**config.mk**
```make
export PLATFORM = sky130hd
export DESIGN_NAME = three_wire_rtc_serial_master
export DESIGN_NICKNAME = d
export VERILOG_FILES = /design/src/hdl/rtc3w_pkg.sv /design/src/hdl/three_wire_rtc_serial_master.sv /design/src/hdl/rtc3w_step.sv
export SDC_FILE = /design/constraint.sdc
export NUM_CORES = 1
export LEC_CHECK = 0
export BUFFER_PORTS_ARGS = -buffer_cell sky130_fd_sc_hd__buf_2
export CORE_ASPECT_RATIO = 1.75
export CORE_MARGIN = 2
export CORE_UTILIZATION = 50
export DETAILED_ROUTE_END_ITERATION = 8
export HOLD_SLACK_MARGIN = 0.03
export PLACE_DENSITY = 0.79
export SYNTH_ARGS = -nofsm -noshare
export SYNTH_HDL_FRONTEND = slang
export SYNTH_HIERARCHICAL = 1
export SYNTH_SLANG_ARGS = --single-unit
```
**constraint.sdc**
```tcl
create_clock -name clk -period 6.3 [get_ports clk]
set_clock_uncertainty 0.15 [all_clocks]
set_input_delay 0.315 -clock clk [delete_from_list [all_inputs] [get_ports clk]]
set_output_delay 0.315 -clock clk [all_outputs]
set_load 0.02 [all_outputs]
```
**src/hdl/rtc3w_pkg.sv**
```systemverilog
package rtc3w_pkg;

  localparam int COUNT_WIDTH = 16;
  localparam int CfgW = 16;

  // largest half period the counter can hold
  localparam logic [31:0] CountMax = 32'((64'd1 << COUNT_WIDTH) - 64'd1);

  localparam logic [1:0] ACT_TICK  = 2'd0;
  localparam logic [1:0] ACT_WRITE = 2'd1;
  localparam logic [1:0] ACT_READ  = 2'd2;

  localparam logic [2:0] PH_IDLE     = 3'd0;
  localparam logic [2:0] PH_CMD_HIGH = 3'd1;
  localparam logic [2:0] PH_CMD_LOW  = 3'd2;
  localparam logic [2:0] PH_WR_HIGH  = 3'd3;
  localparam logic [2:0] PH_WR_LOW   = 3'd4;
  localparam logic [2:0] PH_RD_HIGH  = 3'd5;
  localparam logic [2:0] PH_RD_LOW   = 3'd6;

  typedef struct packed {
    logic ce;
    logic sclk;
    logic io;
    logic drv;
  } pins_t;

  typedef struct packed {
    logic [2:0]             phase;
    logic [2:0]             bit_index;
    logic [7:0]             tx_shift;
    logic [7:0]             data_hold;
    logic [7:0]             rx_shift;
    logic [COUNT_WIDTH-1:0] wait_count;
    logic                   is_read;
    pins_t                  pins;
  } state_t;

  typedef struct packed {
    logic [1:0] action;
    logic [7:0] command_byte;
    logic [7:0] write_byte;
    logic       io_level;
  } item_t;

  typedef struct packed {
    logic       chip_enable;
    logic       serial_clock;
    logic       io_out;
    logic       io_drive;
    logic       busy_res;
    logic       done_res;
    logic [7:0] read_data;
    logic       rejected;
  } result_t;

  // zero acts as one, oversize saturates to the counter range
  function automatic logic [COUNT_WIDTH-1:0] reload_value(input logic [CfgW-1:0] hpt);
    logic [31:0] v;
    v = 32'(hpt);
    if (v == 32'd0) v = 32'd1;
    if (v > CountMax) v = CountMax;
    return v[COUNT_WIDTH-1:0];
  endfunction

endpackage

```
**src/hdl/three_wire_rtc_serial_master.sv**
```systemverilog
// Channel  | handshake                    | beat contents
// ---------+------------------------------+---------------------------------------------
// input    | in_valid / in_ready          | action, command_byte, write_byte, io_level
// result   | out_valid / out_ready        | chip_enable .. rejected, one per input beat
// config   | cfg_wr_en (no wait)          | cfg_wr_data = half_period_ticks
//
// One beat per cycle sustained while out_ready stays high: input register, one pass of the step logic, result register.
// Result is valid once the beat moves from the input register into the result register.
// The result register frees the input register whenever out_ready is high or it is empty.
// Reset (rst, synchronous) empties both registers, sets half period to 13 and the lines idle.
// A stall on the result side holds the line state; no tick is lost or counted twice.
module three_wire_rtc_serial_master (
  input  logic        clk,
  input  logic        rst,
  input  logic        in_valid,
  output logic        in_ready,
  input  logic [1:0]  action,
  input  logic [7:0]  command_byte,
  input  logic [7:0]  write_byte,
  input  logic        io_level,
  output logic        out_valid,
  input  logic        out_ready,
  output logic        chip_enable,
  output logic        serial_clock,
  output logic        io_out,
  output logic        io_drive,
  output logic        busy_res,
  output logic        done_res,
  output logic [7:0]  read_data,
  output logic        rejected,
  input  logic        cfg_wr_en,
  input  logic [15:0] cfg_wr_data
);
  import rtc3w_pkg::*;

  logic    [15:0] half_period;
  logic           item_valid;
  item_t          item;
  state_t         st;
  state_t         st_next;
  result_t        res_next;
  result_t        res;
  logic           advance;

  assign advance  = item_valid && (!out_valid || out_ready);
  assign in_ready = !item_valid || advance;

  rtc3w_step u_step (
    .st          (st),
    .item        (item),
    .half_period (half_period),
    .st_next     (st_next),
    .res         (res_next)
  );

  always_ff @(posedge clk) begin
    if (rst) begin
      half_period <= 16'd13;
    end else if (cfg_wr_en) begin
      half_period <= cfg_wr_data;
    end
  end

  always_ff @(posedge clk) begin
    if (rst) begin
      item_valid <= 1'b0;
    end else if (in_valid && in_ready) begin
      item_valid <= 1'b1;
    end else if (advance) begin
      item_valid <= 1'b0;
    end
  end

  always_ff @(posedge clk) begin
    if (in_valid && in_ready) begin
      item <= '{action: action, command_byte: command_byte,
                write_byte: write_byte, io_level: io_level};
    end
  end

  always_ff @(posedge clk) begin
    if (rst) begin
      st.phase      <= PH_IDLE;
      st.bit_index  <= 3'd0;
      st.tx_shift   <= 8'd0;
      st.data_hold  <= 8'd0;
      st.rx_shift   <= 8'd0;
      st.wait_count <= '0;
      st.is_read    <= 1'b0;
      st.pins       <= '{ce: 1'b0, sclk: 1'b0, io: 1'b0, drv: 1'b1};
    end else if (advance) begin
      st <= st_next;
    end
  end

  always_ff @(posedge clk) begin
    if (rst) begin
      out_valid <= 1'b0;
    end else if (advance) begin
      out_valid <= 1'b1;
    end else if (out_ready) begin
      out_valid <= 1'b0;
    end
  end

  always_ff @(posedge clk) begin
    if (advance) begin
      res <= res_next;
    end
  end

  assign chip_enable  = res.chip_enable;
  assign serial_clock = res.serial_clock;
  assign io_out       = res.io_out;
  assign io_drive     = res.io_drive;
  assign busy_res     = res.busy_res;
  assign done_res     = res.done_res;
  assign read_data    = res.read_data;
  assign rejected     = res.rejected;

  a_done_not_busy: assert property (@(posedge clk) disable iff (rst)
    (out_valid && done_res) |-> !busy_res)
    else $error("done beat still reports busy");

  a_done_not_rejected: assert property (@(posedge clk) disable iff (rst)
    out_valid |-> !(done_res && rejected))
    else $error("done and rejected in one beat");

  a_released_pin_low: assert property (@(posedge clk) disable iff (rst)
    (out_valid && !io_drive) |-> !io_out)
    else $error("io_out high while pin released");

  a_state_holds_on_stall: assert property (@(posedge clk) disable iff (rst)
    !advance |=> $stable(st))
    else $error("line state moved without a beat");

  a_busy_matches_phase: assert property (@(posedge clk) disable iff (rst)
    advance |=> (busy_res == (st.phase != PH_IDLE)))
    else $error("busy flag disagrees with phase");

endmodule

```
**src/hdl/rtc3w_step.sv**
```systemverilog
module rtc3w_step (
  input  rtc3w_pkg::state_t     st,
  input  rtc3w_pkg::item_t      item,
  input  logic [15:0]           half_period,
  output rtc3w_pkg::state_t     st_next,
  output rtc3w_pkg::result_t    res
);
  import rtc3w_pkg::*;

  logic       done;
  logic       rej;
  logic [7:0] rd;
  logic [2:0] bi_inc;
  logic [COUNT_WIDTH-1:0] wc_dec;
  logic [COUNT_WIDTH-1:0] reload;

  assign bi_inc = st.bit_index + 3'd1;
  assign wc_dec = st.wait_count - COUNT_WIDTH'(1);
  assign reload = reload_value(half_period);

  always_comb begin
    st_next = st;
    done    = 1'b0;
    rej     = 1'b0;
    rd      = 8'd0;
    if (item.action == ACT_WRITE || item.action == ACT_READ) begin
      if (st.phase != PH_IDLE) begin
        rej = 1'b1;
      end else begin
        st_next.is_read    = (item.action == ACT_READ);
        st_next.tx_shift   = item.command_byte;
        st_next.data_hold  = item.write_byte;
        st_next.rx_shift   = 8'd0;
        st_next.bit_index  = 3'd0;
        st_next.pins       = '{ce: 1'b1, sclk: 1'b1, io: item.command_byte[0], drv: 1'b1};
        st_next.phase      = PH_CMD_HIGH;
        st_next.wait_count = reload;
      end
    end else if (item.action == ACT_TICK && st.phase != PH_IDLE) begin
      st_next.wait_count = wc_dec;
      if (wc_dec == '0) begin
        case (st.phase)
          PH_CMD_HIGH, PH_WR_HIGH, PH_RD_HIGH: begin
            st_next.pins.sclk  = 1'b0;
            st_next.phase      = st.phase + 3'd1;
            st_next.wait_count = reload;
          end
          PH_CMD_LOW, PH_WR_LOW: begin
            if (st.bit_index != 3'd7) begin
              st_next.bit_index  = bi_inc;
              st_next.pins       = '{ce: 1'b1, sclk: 1'b1, io: st.tx_shift[bi_inc], drv: 1'b1};
              st_next.phase      = st.phase - 3'd1;
              st_next.wait_count = reload;
            end else if (st.phase == PH_CMD_LOW) begin
              st_next.bit_index  = 3'd0;
              st_next.wait_count = reload;
              if (st.is_read) begin
                // bit 0 of the read byte is taken before any clock
                st_next.rx_shift = {7'd0, item.io_level};
                st_next.pins     = '{ce: 1'b1, sclk: 1'b1, io: 1'b0, drv: 1'b0};
                st_next.phase    = PH_RD_HIGH;
              end else begin
                st_next.tx_shift = st.data_hold;
                st_next.pins     = '{ce: 1'b1, sclk: 1'b1, io: st.data_hold[0], drv: 1'b1};
                st_next.phase    = PH_WR_HIGH;
              end
            end else begin
              st_next.pins  = '{ce: 1'b0, sclk: 1'b0, io: 1'b0, drv: 1'b1};
              st_next.phase = PH_IDLE;
              done          = 1'b1;
            end
          end
          PH_RD_LOW: begin
            st_next.bit_index = bi_inc;
            st_next.rx_shift  = st.rx_shift | (8'(item.io_level) << bi_inc);
            if (bi_inc == 3'd7) begin
              st_next.pins  = '{ce: 1'b0, sclk: 1'b0, io: 1'b0, drv: 1'b1};
              st_next.phase = PH_IDLE;
              done          = 1'b1;
              rd            = st_next.rx_shift;
            end else begin
              st_next.pins       = '{ce: 1'b1, sclk: 1'b1, io: 1'b0, drv: 1'b0};
              st_next.phase      = PH_RD_HIGH;
              st_next.wait_count = reload;
            end
          end
          default: begin
            st_next.phase = PH_IDLE;
            st_next.pins  = '{ce: 1'b0, sclk: 1'b0, io: 1'b0, drv: 1'b1};
          end
        endcase
      end
    end
  end

  always_comb begin
    res.chip_enable  = st_next.pins.ce;
    res.serial_clock = st_next.pins.sclk;
    res.io_out       = st_next.pins.drv & st_next.pins.io;
    res.io_drive     = st_next.pins.drv;
    res.busy_res     = (st_next.phase != PH_IDLE);
    res.done_res     = done;
    res.read_data    = rd;
    res.rejected     = rej;
  end

endmodule
```
==> qor.yml, run 1 <==
clocking:
  ctsHoldBuffers: 21
  htreeDepth: 3
  cts.sinks: 103
  clk_latency_ns: 0.35
  clk_pin_slew_ns: 0.08
  clk_path_buf_depth: 2
  cts_buffers: 9
  cts_tree: "built"
  cts_resized: 0
  cts_setup_buffers: 0
  clockRootBuffer: "clkbuf_16"
yosys:
  ys_ff_latch: 103
  seq_area_frac_synth: 0.376
  async_reset_ff_frac: 0
  syn_area_per_cell_um2: 8.93
  yosys_most_used_dff: "dfxtp_1"
  yosys_warnings: 6
  netlist.top_cell.by_area: "dfxtp_1"
  synthCells: 716
  yosysUniqueCellTypes: 68
  synth_top_area_frac: 0.216
  synth_edf_count: 34
  synth_area_leaders: "dfxtp_1, edfxtp_1, mux2i_1"
  syn_nets: 770
  netlist_area_um2: 6390
routing:
  final_antenna_net_count: 0
  avgRoutedWirePerCell_um: 17.7
  drt_iter0_markers: 401
  drt_first_pass_iters: 5
  routed_wl_mm: 16.5
  avgViaCountPerCell: 5.95
  drc_errors: 0
  vias: 5533
critical_path:
  r2r_start: "st[9]$_SDFFE_PP0P_"
  critPathKind: "register to register"
  required_ns: 6.43
  path_max_fanout: 12
  cp-startpoint: "st[9]$_SDFFE_PP0P_"
  crit_path_end_kind: "register"
  cp_data_arrival_time_ns: 4.38
  cp-start-kind: "register"
pwr:
  power_leakage_nw: 2.72
  cellPowerDensity_nw_per_um2: 227
  vdd_ir_drop_max_mv: 0.143
timing:
  finalCriticalPeriod_ns: 4.24
  relSlewSlack: 0.114
  fin_crit_sh: 0.673
  setup_tns_ns: 0
  worst_slew_pin_slew_ns: 1.32
  final-max-slew-violation-count: 0
  rsz0062_at_grt: "false"
  hold_violations: 0
  setup_viol: 0
  max_freq_ghz: 0.236
die:
  die_h_um: 154
  placementRows: 54
  core_area_um2: 12500
  dieWidth_um: 89.5
  start_util: 0.512
  dieArea_um2: 13700
  io_pins: 57
global_routing:
  grt_max_degree: 121
  grt_pass1_vias: 5451
  grt-ovfl-total: 0
  grt_antenna_before_repair: 0
  grt_pass1_wl_mm: 26.4
  grt_use_total: 0.247
placement:
  gp_congestion: 0.909
  port_buffers: 56
  dp_cells: 893
  postPlaceCellArea_um2: 6640
  dpl.hpwl_mm: 11.6
cells_and_area:
  syn2layout_area_growth_pct: 11.7
  nets: 811
  drive_gt1_frac: 0.125
  instances_no_fill: 930
  fin_area_um2: 7140
  fillerInstances: 1119
  n_antenna_cell: 0
outcome:
  outcome: "finished clean"
min_path:
  holdCritStartpoint: "cfg_wr_data[3]"
  holdCritPathClass: "input port to register"
flow_run:
  maxCapViolations: 0
cell usage in the layout, fill, tap and decap left out, types with 3 or more instances in the layout:
cell type      synthesis  routed
a211o_1                5       5
a211oi_1               3       3
a21oi_1               22      21
a221oi_1               5       5
a22o_1                 5       5
a22oi_1                9       9
a31oi_1               24      24
and2_1                 7       7
and3_1                 5       5
and4_1                 3       3
buf_2                  6      56
buf_4                  7       7
clkbuf_16              0      10
dfxtp_1               69      69
dlygate4sd3_1          0      21
edfxtp_1              34      34
ha_1                  14      14
inv_1                 18      18
mux2i_1               76      76
nand2_1               50      50
nand2b_1             103     103
nand3_1               17      17
nand4_1                4       4
nor2_1                61      61
nor2b_1                9       9
nor3_1                20      20
nor4_1                15      15
o21ai_0               17      17
o22ai_1                7       7
or2_2                  4       4
or3_1                  4       4
or4_1                  6       6
final timing paths:
kind	to	slack, ns	cells after the start
setup reg to reg	st[17]$_SDFFE_PP0P_	2.06	8
hold reg to reg	st[2]$_SDFFE_PP0P_	0.33	2
setup / recovery	st[17]$_SDFFE_PP0P_	2.06	8
hold / removal	half_period[3]$_SDFFE_PP1P_	0.04	2
cells by family after synthesis:
family	synth area share
simple gates	0.273
compound gates	0.134
flops	0.376
mux	0.124
buf+inv	0.0581
fa+ha+maj	0.0274
xor+xnor	0.00803
where the power goes:
group          switching (W)  internal, W  total, W
Sequential         0.0000321     0.000719  0.000751
Combinational       0.000193     0.000132  0.000325
Clock               0.000254     0.000292  0.000547
flip-flops by register name, summed over array words and instances, names as in the netlist:
signal and cells:
io_drive 1, out_valid 1, rejected 1, serial_clock 1, done_res 1, item 19, read_data 8, io_out 1
busy_res 1, chip_enable 1, item_valid 1, half_period 16, st 51
cells in the mapped netlist, types with 5 or more instances:
cell type  count
a211o_1        5
a21oi_1       22
a221oi_1       5
a22o_1         5
a22oi_1        9
a31oi_1       24
and2_1         7
and3_1         5
buf_2          6
buf_4          7
buf_6          9
clkbuf_1      30
dfxtp_1       69
edfxtp_1      34
ha_1          14
inv_1         18
mux2i_1       76
nand2_1       50
nand2b_1     103
nand3_1       17
nor2_1        61
nor2b_1        9
nor3_1        20
nor4_1        15
o21ai_0       17
o22ai_1        7
or4_1          6
worst max-delay path, stage by stage, from the launching register on:
cell	delay, ns
dfxtp_1	0.38
or4_1	0.70
or4_4	0.62
xnor2_2	0.26
nor4_2	1.16
nor2_1	0.32
a221oi_1	0.36
nand2b_1	0.08
mux2i_1	0.14
per-layer routing:
layer | routed length (µm) | vias to the layer above | track usage
li1 | - | 2658 | -
met1 | 5890 | 2663 | 0.260
met3 | 469 | 58 | 0.0322
met5 | 0 | - | 0
met2 | 9010 | 154 | 0.439
met4 | 1090 | 0 | 0.164
metrics by stage:
step | util | power [W] | hold WS (ns) | setup WS [ns]
final | 0.571 | 0.00162 | 0.0419 | 2.06
after global placement | 0.531 | 0.00107 | 0.310 | 2.30
after global routing | 0.571 | 0.00169 | 0.0432 | 1.95
after CTS | 0.571 | 0.00163 | 0.0379 | 2.17
after floorplan | - | 0.00101 | 0.264 | 3.09
after detailed placement | 0.531 | 0.00108 | 0.328 | 2.22
final cells by class:
cell class	instances	area, µm²	area share
tap	168	210	0.0294
sequential	103	2400	0.336
inverter	18	67.6	0.00946
clock buffer	10	250	0.0350
timing repair buffer	84	543	0.0760
clock inverter	6	41.3	0.00578
multi-input combinational	541	3630	0.508
(Power assumes the default switching activity.)
==> inputs of run 2 (changes only) <==
ABC_AREA = 1   (was not set)
PLACE_DENSITY = 0.78   (was 0.79)
clock period = 4.1 ns   (was 6.3 ns; I/O delays follow)
==> run 2 against run 1 <==
  * Utilization increased by 0.88 points
  * Area after synthesis is 11% higher
  * Final area rose by 12%
  * Largest power group unchanged
  * Clock power increased by 53%
  * Flip-flop and latch count unchanged
  * Register-to-register slack worse by 1.1 ns
  * Routed wire length rose by 18%
  * First-iteration DRC count is 23% higher
  * Hold slack gained 0.056 ns
  * Die area grew 10%
  * Global-route usage is 1.2 points higher
==> qor.yml, run 2 <==
outcome:
  outcome: "finished clean"
die:
  start_util: 0.512  # +0.000697
  core_area_um2: 13800  # +11%
  dieArea_um2: 15200  # +10%
  dieWidth_um: 94.0  # +5.0%
  io_pins: 57  # unchanged
  placementRows: 57  # +5.6%
  die_h_um: 161  # +5.1%
timing:
  final-max-slew-violation-count: 0  # unchanged
  max_freq_ghz: 0.322  # +37%
  whs_ns: 0.0983  # +0.0564 ns
  finalWorstSetupSlack_ns: 0.993  # -1.07 ns
  worst_slew_pin_slew_ns: 1.03  # -0.284 ns
  fin_crit_sh: 0.758  # +0.0846
  rsz0062_at_grt: "false"
  relSlewSlack: 0.311  # +0.197
  finalCriticalPeriod_ns: 3.11  # -1.13 ns
  setup_viol: 0  # unchanged
  setup_tns_ns: 0  # unchanged
  hold_violations: 0  # unchanged
cells_and_area:
  mostFrequentLayoutCells: "nand2_1, inv_1, nor2_1"
  fillerInstances: 1363  # +22%
  syn2layout_area_growth_pct: 13.3
  layout_commonest_cell: "nand2_1"
  regMostFlops: "st"
  largest_reg_flops: 51  # unchanged
  reg_top3: "st: 51 flops, item: 19 flops, half_period: 16 flops"
  drive_gt1_frac: 0.121  # -0.00383
  n_antenna_cell: 0  # unchanged
  nets: 1191  # +47%
global_routing:
  grt_use_total: 0.260  # +0.0123
  grt_pass1_vias: 6896  # +27%
  grt_antenna_before_repair: 0  # unchanged
  grt_max_degree: 102  # -16%
  grt-ovfl-total: 0  # unchanged
  grt_pass1_wl_mm: 31.7  # +20%
yosys:
  synth_area_leaders: "dfxtp_1, nand2_1, edfxtp_1"
  syn_area_per_cell_um2: 6.59  # -26%
  yosys_most_used_dff: "dfxtp_1"
  syn_nets: 1130  # +47%
  yosysUniqueCellTypes: 43  # -37%
  synth_top_area_frac: 0.195  # -0.0211
  ys_ff_latch: 103  # unchanged
  yosys_warnings: 6  # unchanged
  synth_common_cells: "nand2_1, inv_1, nor2_1"
  async_reset_ff_frac: 0  # unchanged
  synth.most_common_cell: "nand2_1"
  seq_area_frac_synth: 0.339  # -0.0368
  synth_edf_count: 34  # unchanged
  synthCells: 1076  # +50%
  netlist.top_cell.by_area: "dfxtp_1"
  netlist_area_um2: 7090  # +11%
pwr:
  seqPwrFrac: 0.429  # -0.034
  p_sw_frac: 0.353  # +0.0569
  power_frac_comb: 0.272  # +0.072
  internal-power_w: 0.00181  # +59%
  p_clk_frac: 0.299  # -0.038
  vdd_ir_drop_max_mv: 0.246  # +72%
  p_sw_w: 0.000988  # +110%
  power_leakage_nw: 3.60  # +32%
  cellPowerDensity_nw_per_um2: 349  # +54%
routing:
  drc_errors: 0  # unchanged
  routed_wl_mm: 19.4  # +18%
  drt_iter0_markers: 495  # +23%
  drt_first_pass_iters: 5  # unchanged
  avgViaCountPerCell: 5.49  # -7.8%
  vias: 7235  # +31%
  final_antenna_net_count: 0  # unchanged
  avgRoutedWirePerCell_um: 14.7  # -17%
clocking:
  clk_latency_ns: 0.36  # about the same
  cts_buffers: 9  # unchanged
  htreeDepth: 3  # unchanged
  cts_tree: "built"
  clk_path_buf_depth: 2  # unchanged
  clockRootBuffer: "clkbuf_16"
  cts.sinks: 103  # unchanged
  clk_pin_slew_ns: 0.08  # about the same
  cts_resized: 0  # unchanged
critical_path:
  required_ns: 4.24  # -2.19 ns
  cp_data_arrival_time_ns: 3.25  # -1.13 ns
  path_max_fanout: 14  # +2
  crit_path_end_kind: "register"
  cp_slowest_cell: "dfxtp_1"
  slowest_delay_ns: 0.61  # -0.55 ns
  r2r_cells: 17  # +9
  critPathKind: "register to register"
  cp-start-kind: "register"
  cp_common_cell: "nand2_1"
  crit_chain: "clkinv_1 > ha_1 > inv_1 > nand3_1 > o21ai_0 > nand2_1 > nand2_1 > a21oi_1 > o21ai_0 > nand2_1 > nand2_1 > nand2_1 > nand2_1 > inv_1 > nand3_1 > nand2_1 > nor2_1"
min_path:
  min_path_cells: 3  # +1
  holdCritPathClass: "input port to register"
placement:
  port_buffers: 56  # unchanged
  gp_congestion: 0.973  # +7.1%
  dpl.hpwl_mm: 13.4  # +16%
  place_ws_ns: 1.11  # -1.11 ns
flow_run:
  maxCapViolations: 0  # unchanged
==> run 2: timing repair <==
action | CTS | global route
endpoints found under the hold margin | 37 | 0
hold buffers | 37 | 0
buffers inserted | 0 | 0
==> run 2: area by class of cell <==
cell class,instances,area (µm²),area share
clock buffer,9,225,0.0281
clock inverter,7,55.1,0.00686
inverter,134,503,0.0626
multi-input combinational,784,3880,0.483
sequential,103,2410,0.300
tap,177,221,0.0276
timing repair buffer,105,741,0.0923
==> run 2: final timing paths <==
kind | startpoint | endpoint | slack [ns]
setup / recovery | st[45]$_SDFFE_PP0P_ | st[24]$_SDFFE_PP0P_ | 0.99
hold / removal | cfg_wr_en | half_period[3]$_SDFFE_PP1P_ | 0.1
setup reg to reg | st[45]$_SDFFE_PP0P_ | st[24]$_SDFFE_PP0P_ | 0.99
hold reg to reg | half_period[0]$_SDFFE_PP1P_ | half_period[0]$_SDFFE_PP1P_ | 0.35
==> run 2: worst max-delay path, delay by kind of cell, from the launching register on <==
family / cells / cell delay [ns]
buffers and inverters: 3 / 0.52
DFF: 1 / 0.61
AOI/OAI and AO/OA: 3 / 0.45
adders and majority gates: 1 / 0.47
and+or+nand+nor: 10 / 0.82
==> run 2: through the flow <==
stage	total power [W]	utilization	area, µm²	cells
finish	0.00280	0.580	8030	1319
global route	0.00296	0.580	8030	1319
CTS	0.00281	0.580	8030	1319
detailed placement	0.00195	0.533	7380	1266
global placement	0.00193	0.533	7380	1266
floorplan	0.00177	-	7090	1076
==> run 2: cell families after synthesis <==
group,Yosys count,share of synthesized area
AND/OR/NAND/NOR,573,0.363
AO/OA/AOI/OAI,197,0.159
buffers and inverters,189,0.115
flip-flops,103,0.339
adder cells (fa/ha/maj),14,0.0247
==> run 2: power by group through the flow <==
stage	clock, W	sequential [W]	combinational (W)
after floorplan	0	0.00121	0.000565
after global placement	0	0.00122	0.000709
after detailed placement	0	0.00122	0.000723
after CTS	0.000855	0.00120	0.000753
after global routing	0.000889	0.00121	0.000855
final	0.000838	0.00120	0.000762
==> run 2: layer usage <==
layer / GRT usage / wire (µm)
met1: 0.270 / 7170
met2: 0.477 / 10200
met3: 0.0378 / 885
met4: 0.158 / 1120
met5: 0 / 0
